--- config.mk ---
export PLATFORM = sky130hd
export DESIGN_NAME = sorted_set_table
export DESIGN_NICKNAME = d
export VERILOG_FILES = /design/src/hdl/sst_pkg.sv /design/src/hdl/sst_cell.sv /design/src/hdl/sst_encoder.sv /design/src/hdl/sorted_set_table.sv
export SDC_FILE = /design/constraint.sdc
export NUM_CORES = 2
export LEC_CHECK = 0
export ABC_CLOCK_PERIOD_IN_PS = 4800
export BUFFER_PORTS_ARGS = -buffer_cell sky130_fd_sc_hd__buf_2
export CAP_MARGIN = 10
export CORE_UTILIZATION = 50
export CTS_BUF_LIST = sky130_fd_sc_hd__clkbuf_8
export CTS_CLUSTER_DIAMETER = 30
export DETAILED_ROUTE_END_ITERATION = 10
export PLACE_DENSITY = 0.73
export SKIP_CTS_REPAIR_TIMING = 1
export SLEW_MARGIN = 0
export SYNTH_ARGS = -nofsm -noshare
export SYNTH_HDL_FRONTEND = slang
export SYNTH_SLANG_ARGS = --single-unit
--- constraint.sdc ---
create_clock -name clk_i -period 4.8 [get_ports clk_i]
set_input_delay 0.96 -clock clk_i [delete_from_list [all_inputs] [get_ports clk_i]]
set_output_delay 0.96 -clock clk_i [all_outputs]
set_load 0.02 [all_outputs]
--- src/hdl/sst_pkg.sv ---
package sst_pkg;

  localparam int unsigned ValueW = 32;
  localparam int unsigned PosW   = 5;
  localparam int unsigned CountW = 6;

  localparam logic [1:0] CMD_INSERT = 2'd0;
  localparam logic [1:0] CMD_DELETE = 2'd1;
  localparam logic [1:0] CMD_FIND   = 2'd2;

  localparam logic [1:0] ST_OK        = 2'd0;
  localparam logic [1:0] ST_NOT_FOUND = 2'd1;
  localparam logic [1:0] ST_EMPTY     = 2'd2;
  localparam logic [1:0] ST_FULL      = 2'd3;

  // Broadcast to every cell in the commit cycle
  typedef struct packed {
    logic                     ins;
    logic                     del;
    logic signed [ValueW-1:0] key;
  } cell_ctrl_t;

endpackage

--- src/hdl/sst_cell.sv ---
module sst_cell (
  input  logic                              clk_i,
  input  logic                              capture_i,
  input  logic signed [sst_pkg::ValueW-1:0] cmp_key_i,
  input  logic                              valid_i,
  input  sst_pkg::cell_ctrl_t               ctrl_i,
  input  logic                              prev_ge_i,
  input  logic signed [sst_pkg::ValueW-1:0] prev_val_i,
  input  logic signed [sst_pkg::ValueW-1:0] next_val_i,
  output logic                              ge_o,
  output logic                              hit_o,
  output logic signed [sst_pkg::ValueW-1:0] val_o
);
  import sst_pkg::*;

  logic signed [ValueW-1:0] val_q, val_d;
  logic                     ge_q, eq_q;

  // Empty slots count as greater than any key so the flags form a thermometer
  always_ff @(posedge clk_i) begin
    if (capture_i) begin
      ge_q <= !valid_i || (val_q >= cmp_key_i);
      eq_q <= valid_i && (val_q == cmp_key_i);
    end
  end

  always_comb begin
    val_d = val_q;
    if (ctrl_i.ins) begin
      if (prev_ge_i) begin
        val_d = prev_val_i;
      end else if (ge_q) begin
        val_d = ctrl_i.key;
      end
    end else if (ctrl_i.del && ge_q) begin
      val_d = next_val_i;
    end
  end

  always_ff @(posedge clk_i) begin
    val_q <= val_d;
  end

  assign ge_o  = ge_q;
  assign hit_o = ge_q && !prev_ge_i && eq_q;
  assign val_o = val_q;

endmodule

--- src/hdl/sst_encoder.sv ---
module sst_encoder #(
  parameter int unsigned Depth = 32,
  parameter int unsigned IdxW  = 5
) (
  input  logic [Depth-1:0] hit_i,
  output logic [IdxW-1:0]  idx_o,
  output logic             found_o
);

  // At most one cell hits, so an OR of the selected indices encodes it
  always_comb begin
    idx_o = '0;
    for (int unsigned j = 0; j < Depth; j++) begin
      idx_o = idx_o | (IdxW'(j) & {IdxW{hit_i[j]}});
    end
  end

  assign found_o = |hit_i;

endmodule

--- src/hdl/sorted_set_table.sv ---
// At accept every cell latches its compare; at commit the table encodes the first match,
// registers the result and, for an insert or delete, shifts the cell chain by one place.
// A new transaction is accepted only after the previous one has committed.
// A result waiting on out_ready_i holds the commit and the table update with it.
// Reset clears the entry count and the handshake state; cell values are not cleared.
module sorted_set_table #(
  parameter int unsigned CAPACITY = 32
) (
  input  logic                              clk_i,
  input  logic                              rst_ni,
  input  logic                              in_valid_i,
  output logic                              in_ready_o,
  input  logic [1:0]                        cmd_i,
  input  logic signed [sst_pkg::ValueW-1:0] value_i,
  output logic                              out_valid_o,
  input  logic                              out_ready_i,
  output logic [1:0]                        status_o,
  output logic [sst_pkg::PosW-1:0]          position_o,
  output logic [sst_pkg::CountW-1:0]        count_o
);
  import sst_pkg::*;

  localparam int unsigned IdxW = $clog2(CAPACITY);
  localparam int unsigned CntW = $clog2(CAPACITY + 1);

  logic                     busy_q;
  logic [1:0]               cmd_q;
  logic signed [ValueW-1:0] key_q;
  logic [CntW-1:0]          count_q, count_d;
  logic                     out_valid_q;
  logic [1:0]               status_q, status_d;
  logic [PosW-1:0]          position_q, position_d;
  logic [CountW-1:0]        res_count_q;

  logic                     accept, commit, full, empty, found;
  logic [IdxW-1:0]          hit_idx;
  logic [IdxW+PosW-1:0]     idx_ext;
  logic [CntW+CountW-1:0]   cnt_ext;
  cell_ctrl_t               ctrl;

  logic [CAPACITY-1:0]      ge, hit;
  logic signed [ValueW-1:0] vals [CAPACITY];

  assign accept = in_valid_i && in_ready_o;
  assign commit = busy_q && (!out_valid_q || out_ready_i);
  assign full   = count_q == CntW'(CAPACITY);
  assign empty  = count_q == '0;

  for (genvar j = 0; j < CAPACITY; j++) begin : g_cell
    logic                     prev_ge;
    logic signed [ValueW-1:0] prev_val, next_val;

    if (j == 0) begin : g_head
      assign prev_ge  = 1'b0;
      assign prev_val = '0;
    end else begin : g_body
      assign prev_ge  = ge[j-1];
      assign prev_val = vals[j-1];
    end
    if (j == CAPACITY - 1) begin : g_tail
      assign next_val = '0;
    end else begin : g_link
      assign next_val = vals[j+1];
    end

    sst_cell u_cell (
      .clk_i      (clk_i),
      .capture_i  (accept),
      .cmp_key_i  (value_i),
      .valid_i    (count_q > CntW'(j)),
      .ctrl_i     (ctrl),
      .prev_ge_i  (prev_ge),
      .prev_val_i (prev_val),
      .next_val_i (next_val),
      .ge_o       (ge[j]),
      .hit_o      (hit[j]),
      .val_o      (vals[j])
    );
  end

  sst_encoder #(
    .Depth (CAPACITY),
    .IdxW  (IdxW)
  ) u_encoder (
    .hit_i   (hit),
    .idx_o   (hit_idx),
    .found_o (found)
  );

  always_comb begin
    ctrl       = '0;
    ctrl.key   = key_q;
    count_d    = count_q;
    status_d   = ST_OK;
    position_d = '0;
    idx_ext    = {{PosW{1'b0}}, hit_idx};
    case (cmd_q)
      CMD_INSERT: begin
        if (full) begin
          status_d = ST_FULL;
        end else begin
          ctrl.ins = commit;
          count_d  = count_q + CntW'(1);
        end
      end
      CMD_DELETE: begin
        if (empty) begin
          status_d = ST_EMPTY;
        end else if (found) begin
          ctrl.del = commit;
          count_d  = count_q - CntW'(1);
        end else begin
          status_d = ST_NOT_FOUND;
        end
      end
      CMD_FIND: begin
        if (found) begin
          position_d = idx_ext[PosW-1:0];
        end else begin
          status_d = ST_NOT_FOUND;
        end
      end
      default: begin
      end
    endcase
    cnt_ext = {{CountW{1'b0}}, count_d};
  end

  always_ff @(posedge clk_i or negedge rst_ni) begin
    if (!rst_ni) begin
      busy_q      <= 1'b0;
      count_q     <= '0;
      out_valid_q <= 1'b0;
    end else begin
      if (accept) begin
        busy_q <= 1'b1;
      end else if (commit) begin
        busy_q <= 1'b0;
      end
      if (commit) begin
        count_q     <= count_d;
        out_valid_q <= 1'b1;
      end else if (out_ready_i) begin
        out_valid_q <= 1'b0;
      end
    end
  end

  // hold the command until the commit cycle
  always_ff @(posedge clk_i) begin
    if (accept) begin
      cmd_q <= cmd_i;
      key_q <= value_i;
    end
    if (commit) begin
      status_q    <= status_d;
      position_q  <= position_d;
      res_count_q <= cnt_ext[CountW-1:0];
    end
  end

  assign in_ready_o  = !busy_q;
  assign out_valid_o = out_valid_q;
  assign status_o    = status_q;
  assign position_o  = position_q;
  assign count_o     = res_count_q;

  a_count_bound : assert property (@(posedge clk_i) disable iff (!rst_ni)
    count_q <= CntW'(CAPACITY))
    else $error("entry count beyond capacity");

  a_single_hit : assert property (@(posedge clk_i) disable iff (!rst_ni)
    busy_q |-> $onehot0(hit))
    else $error("more than one cell reports the first match");

  a_insert_grows : assert property (@(posedge clk_i) disable iff (!rst_ni)
    (commit && cmd_q == CMD_INSERT && !full) |=> count_q == $past(count_q) + CntW'(1))
    else $error("insert did not grow the table");

  a_result_from_work : assert property (@(posedge clk_i) disable iff (!rst_ni)
    $rose(out_valid_q) |-> $past(busy_q))
    else $error("result shown without a transaction in flight");

endmodule

---- Word-level counts from Yosys, hierarchy flattened ----
Index checks and enable logic that the tools add are counted.
word-level totals
  input port bits ......................... 38
  register bits after elaboration ......... 1143
  logic and storage cells ................. 708
  output and inout port bits .............. 15
operators by class
  bitwise logic cells ..................... 30
  magnitude comparators ................... 64
  add/subtract/negate cells ............... 2
  equality and inequality tests ........... 67
  mux-type cells .......................... 144
  reduce and logical (&&, ||, !) cells .... 297
operators by type and width
  kind                   number
  $mux W32               127
  $eq A32 B32 Y1         32
  $ge A32 B32 Y1         32
  $logic_and A1 B1 Y1    129
  $gt A6 B5 Y1 const B   16
  $ne A3 B1 Y1 const B   31
  $or A5 B5 Y5           16
  $reduce_bool A2 Y1     34
  $reduce_and A2 Y1      33
  $logic_not A1 Y1       65
  $gt A6 B4 Y1 const B   8
  $or A5 B4 Y5           8
  $logic_or A1 B1 Y1     33
  $reduce_or A32 Y1      1
  $gt A6 B3 Y1 const B   4
  $or A5 B3 Y5           4
  $mux W6                3
  $gt A6 B1 Y1 const B   2
  $gt A6 B2 Y1 const B   2
  $pmux W6 S2            1
  $mux W1                10
  $add A6 B1 Y6 const B  1
  $eq A6 B6 Y1 const B   1
  $logic_not A6 Y1       1
  other kinds (9)        10

---- Logic depth before layout (Yosys ltp) ----
  depth after elaboration ................. 33
  depth in mapped cells ................... 14
  depth with buffers taken out ............ 9

---- Modules after synthesis ----
A second synthesis with hierarchy kept.
unflattened totals
  cell total of the unflattened synthesis .. 8632
  area total of the unflattened synthesis .. 83591.4 µm²
modules (own cells, without submodules)
  module            area each (µm²)  cells each  times used  sequential area each (µm²)
  sst_cell          2522.4           262         32          1021.0
  sorted_set_table  2667.6           225         1           1611.5
  sst_encoder       206.4            23          1           0.0

---- Worst setup path before layout ----
OpenSTA, ideal clock, no wires.
  path type ............................... input to register
  start point ............................. input in_valid_i
  end point ............................... register cmd_q[0] (enable)
  arrival time ............................ 5.227 ns
  stages on the path ...................... 1
  slack ................................... -0.994 ns
  library setup time ...................... 0.567 ns
  buffers on the path ..................... 0
  cells stage by stage .................... nor2b_1
on the way
  longest elaborated chain between the ends .. 1
RTL lines
  item                  RTL line                 text
  from (decl)           sorted_set_table.sv:11   input logic in_valid_i,
  $logic_and A1 B1 Y1   sorted_set_table.sv:44   assign accept = in_valid_i && in_ready_o;
  to (signal assigned)  sorted_set_table.sv:152  cmd_q <= cmd_i;
  to (decl)             sorted_set_table.sv:27   logic [1:0] cmd_q;
Every way passes these cells.
A chain may end at the register's enable or synchronous reset.

---- Worst setup path after layout ----
  start point ............................. register count_q[0]
  end point ............................... register g_cell[9].u_cell.val_q[22] (enable)
on the way
  longest elaborated chain between the ends .. 6
  elaborated cells on any way between the ends .. 10
  classes of those cells .................. 2 x eq/ne; 4 x mux; 4 x reduce/logical
RTL lines
  item                                                                  RTL line                 text
  from (decl)                                                           sorted_set_table.sv:29   logic [CntW-1:0] count_q, count_d;
  from (signal assigned)                                                sorted_set_table.sv:141  count_q <= count_d;
  parallel branches: the longest is 5 deep, another holds $eq A6 B6 Y1  n/a
  $reduce_and A2 Y1 (no source line) *                                  n/a
  to (signal assigned)                                                  sst_cell.sv:41           val_q <= val_d;
  to (decl)                                                             sst_cell.sv:16           logic signed [ValueW-1:0] val_q, val_d;
Mark *: on every way between the ends.

==> run metrics <==
crit path max fanout 49; measured slew at the worst slew-check pin 1.36 ns; share of layout cells above drive strength 1 10.1%; hold path cells 1; remaining antenna violation count 0; asr flop ratio synth 0.700%; Post-Synthesis Net Count 8757; critical path class register to register; outcome finished clean; CTS buffer count 302; largest net degree at the start of global routing 130; static leakage 0.0394 uW; clk root buf clkbuf_8; die height 401 um; io pins 53; post-synthesis mux area share 12.8%; final WL 295000 um; synthesized area 79500 um^2; Hold Slack 0.106 ns; Worst VDD drop 312 uV; Final Hold Vio Count 0; syn avg cell area 10.3 um^2; Max Freq 0.256 GHz; Clock Pin Slew Worst Setup and Hold Paths 0.06 ns; most frequent cells in the layout nand2_1, edfxtp_1, ha_1; post-route setup TNS 0 ns; Layout Area Growth over Synthesis 12.3%; Synth Area in Adders 16.2%; placed insts 9582; Pins Over Slew Limit 0; hpwl dp 210000 um; drt initial violations 9379; non-filler instance count after layout 10100; YS warnings 0; CTS tree built; # setup viols final 0; commonest register cell after synthesis edfxtp_1; clk sinks 1143; clock skew 0.0935 ns; Compound-Gate Fraction of Synth Area 12.9%; Period minus WS final 3.91 ns; detailed-route via count 67600; total track usage 35.9%; cell depth of the worst flop-to-flop path 10; simple logic cell fraction of the synthesized area 11.7%; largest family of logic cells by synthesized area adder cells; Post-Synth XOR/XNOR Area 0.0991%; Port Buffers 52; Final period util 81.4%; Seq/Total Area, Yosys 43.1%; drt pass-1 iters 6; flops & latches, synth 1143; Power Dens Cells 493 nW/um^2; clock buffer depth 4; initial antenna violation count 13; Via density 6.68; Worst EP required 5.46 ns; crit path launch type register; die area 161000 um^2; worst hold-check path type input pin to register; clk_lat worst skew 1.09 ns; Final Wtd Congestion 1.01; Cells after Synth 7691; Site Rows 145; Crit. End Element register; Yosys cell types 74; EDFF count, synth 1135; nets@finish 8896; Arr. time, crit path 4.56 ns; RSZ-0062 raised after global routing no; Placeable Area 157000 um^2; first-pass GRT wire length 430000 um; grt total ovfl 0; most common cell after layout, fill and taps aside nand2_1; Starting Density 50.6%; relative slew slack 9.25%; Max-Cap Viols 0; vias in the first global route 66400; DRC viols 0; CTS H-tree lvls 5; Routed WL per cell 29.2 um; Die X 401 um
## synthesized netlist by cell type, types with 15 or more instances
| library cell | n | area [um^2] |
|---|---|---|
| nand2_1 | 1286 | 4830 |
| edfxtp_1 | 1135 | 34100 |
| ha_1 | 1028 | 12900 |
| mux2i_1 | 1009 | 10100 |
| o21ai_0 | 691 | 3460 |
| a21oi_1 | 415 | 2080 |
| o21ai_1 | 401 | 2010 |
| clkbuf_1 | 292 | 1100 |
| nor2_1 | 212 | 796 |
| nand4_1 | 205 | 1280 |
| nand3_1 | 113 | 566 |
| buf_2 | 101 | 505 |
| a21o_1 | 90 | 676 |
| inv_1 | 76 | 285 |
| nor3_1 | 67 | 335 |
| a211oi_1 | 61 | 458 |
| o211ai_1 | 54 | 405 |
| buf_6 | 46 | 518 |
| nor4_1 | 46 | 288 |
| nor2b_1 | 42 | 263 |
| nand2b_1 | 27 | 169 |
| nand3b_1 | 26 | 195 |
| a31oi_1 | 23 | 144 |
| and4_1 | 20 | 175 |
| buf_1 | 18 | 67.6 |
| a21boi_0 | 17 | 128 |
| a2111oi_0 | 15 | 131 |
## cell type report
type	count	area [um^2]
fill	13200	67800
multi-input combinational	6007	42800
sequential	1143	34300
clock buffer	309	4250
timing repair buffer	299	2810
tap	2058	2570
clock inverter	216	2260
inverter	77	289
antenna	9	22.5
## path summary, 6_finish.rpt
kind	startpoint	slack (ns)	end
worst max-delay path	count_q[0]	0.89	g_cell[9].u_cell.val_o[22]
worst min-delay path	value_i[20]	0.11	key_q[20]
worst max register to register	count_q[0]	0.89	g_cell[9].u_cell.val_o[22]
worst min register to register	out_valid_o	0.52	out_valid_o
max in group asynchronous	rst_ni	3.94	out_valid_o
min in group asynchronous	rst_ni	0.52	count_q[1]
## registers in the layout, summed over array words and instances, names as in the netlist
name and flops:
g_cell.u_cell.val_o 1024, g_cell.u_cell.eq_q 32, g_cell.u_cell.ge_o 32, key_q 32
count_o 6, count_q 6, position_o 5, cmd_q 2
status_o 2, busy_q 1, out_valid_o 1
## power by group
group / internal (uW) / switching (uW)
clock network: 8580 / 5270
registers: 14000 / 2290
logic: 4900 / 9020
## critical path, stage by stage (launching register included)
cell      delay, ns
dfrtp_1        0.53
inv_1          0.17
ha_1           0.41
nand2b_1       0.22
or4_4          0.18
nor2b_4        0.27
and2_2         0.24
buf_4          0.53
a21oi_1        0.18
nor2_2         0.27
buf_4          0.45
## per-stage QoR
| step | util [%] | setup slack, ns | area, um^2 | power, uW |
|---|---|---|---|---|
| after floorplan | - | 0.663 | 79500 | 24500 |
| after global placement | 52.6 | 0.729 | 82700 | 29200 |
| after detailed placement | 52.6 | 0.744 | 82700 | 29700 |
| after CTS | 56.8 | 0.943 | 89200 | 43600 |
| after global routing | 56.8 | 0.718 | 89300 | 45800 |
| final | 56.8 | 0.894 | 89300 | 44000 |
## kinds of logic (layout without fill, tap and decap cells)
group	Yosys count	in the layout
AO/OA/AOI/OAI	1855	1855
XOR/XNOR	9	9
adder cells (fa/ha/maj)	1028	1028
buffers and inverters	541	901
flip-flops	1143	1143
multiplexers	1015	1015
other	0	9
AND/OR/NAND/NOR	2100	2100
## layer usage
| layer | global-route usage (%) | up-vias | wire length (um) |
|---|---|---|---|
| met5 | 0 | - | 25 |
| met4 | 21.1 | 4 | 19100 |
| met3 | 9.71 | 1131 | 38600 |
| met2 | 52.7 | 4786 | 125000 |
| met1 | 47.3 | 32200 | 112000 |
| li1 | - | 29400 | - |
No activity file was read; power rests on OpenSTA's default activity.
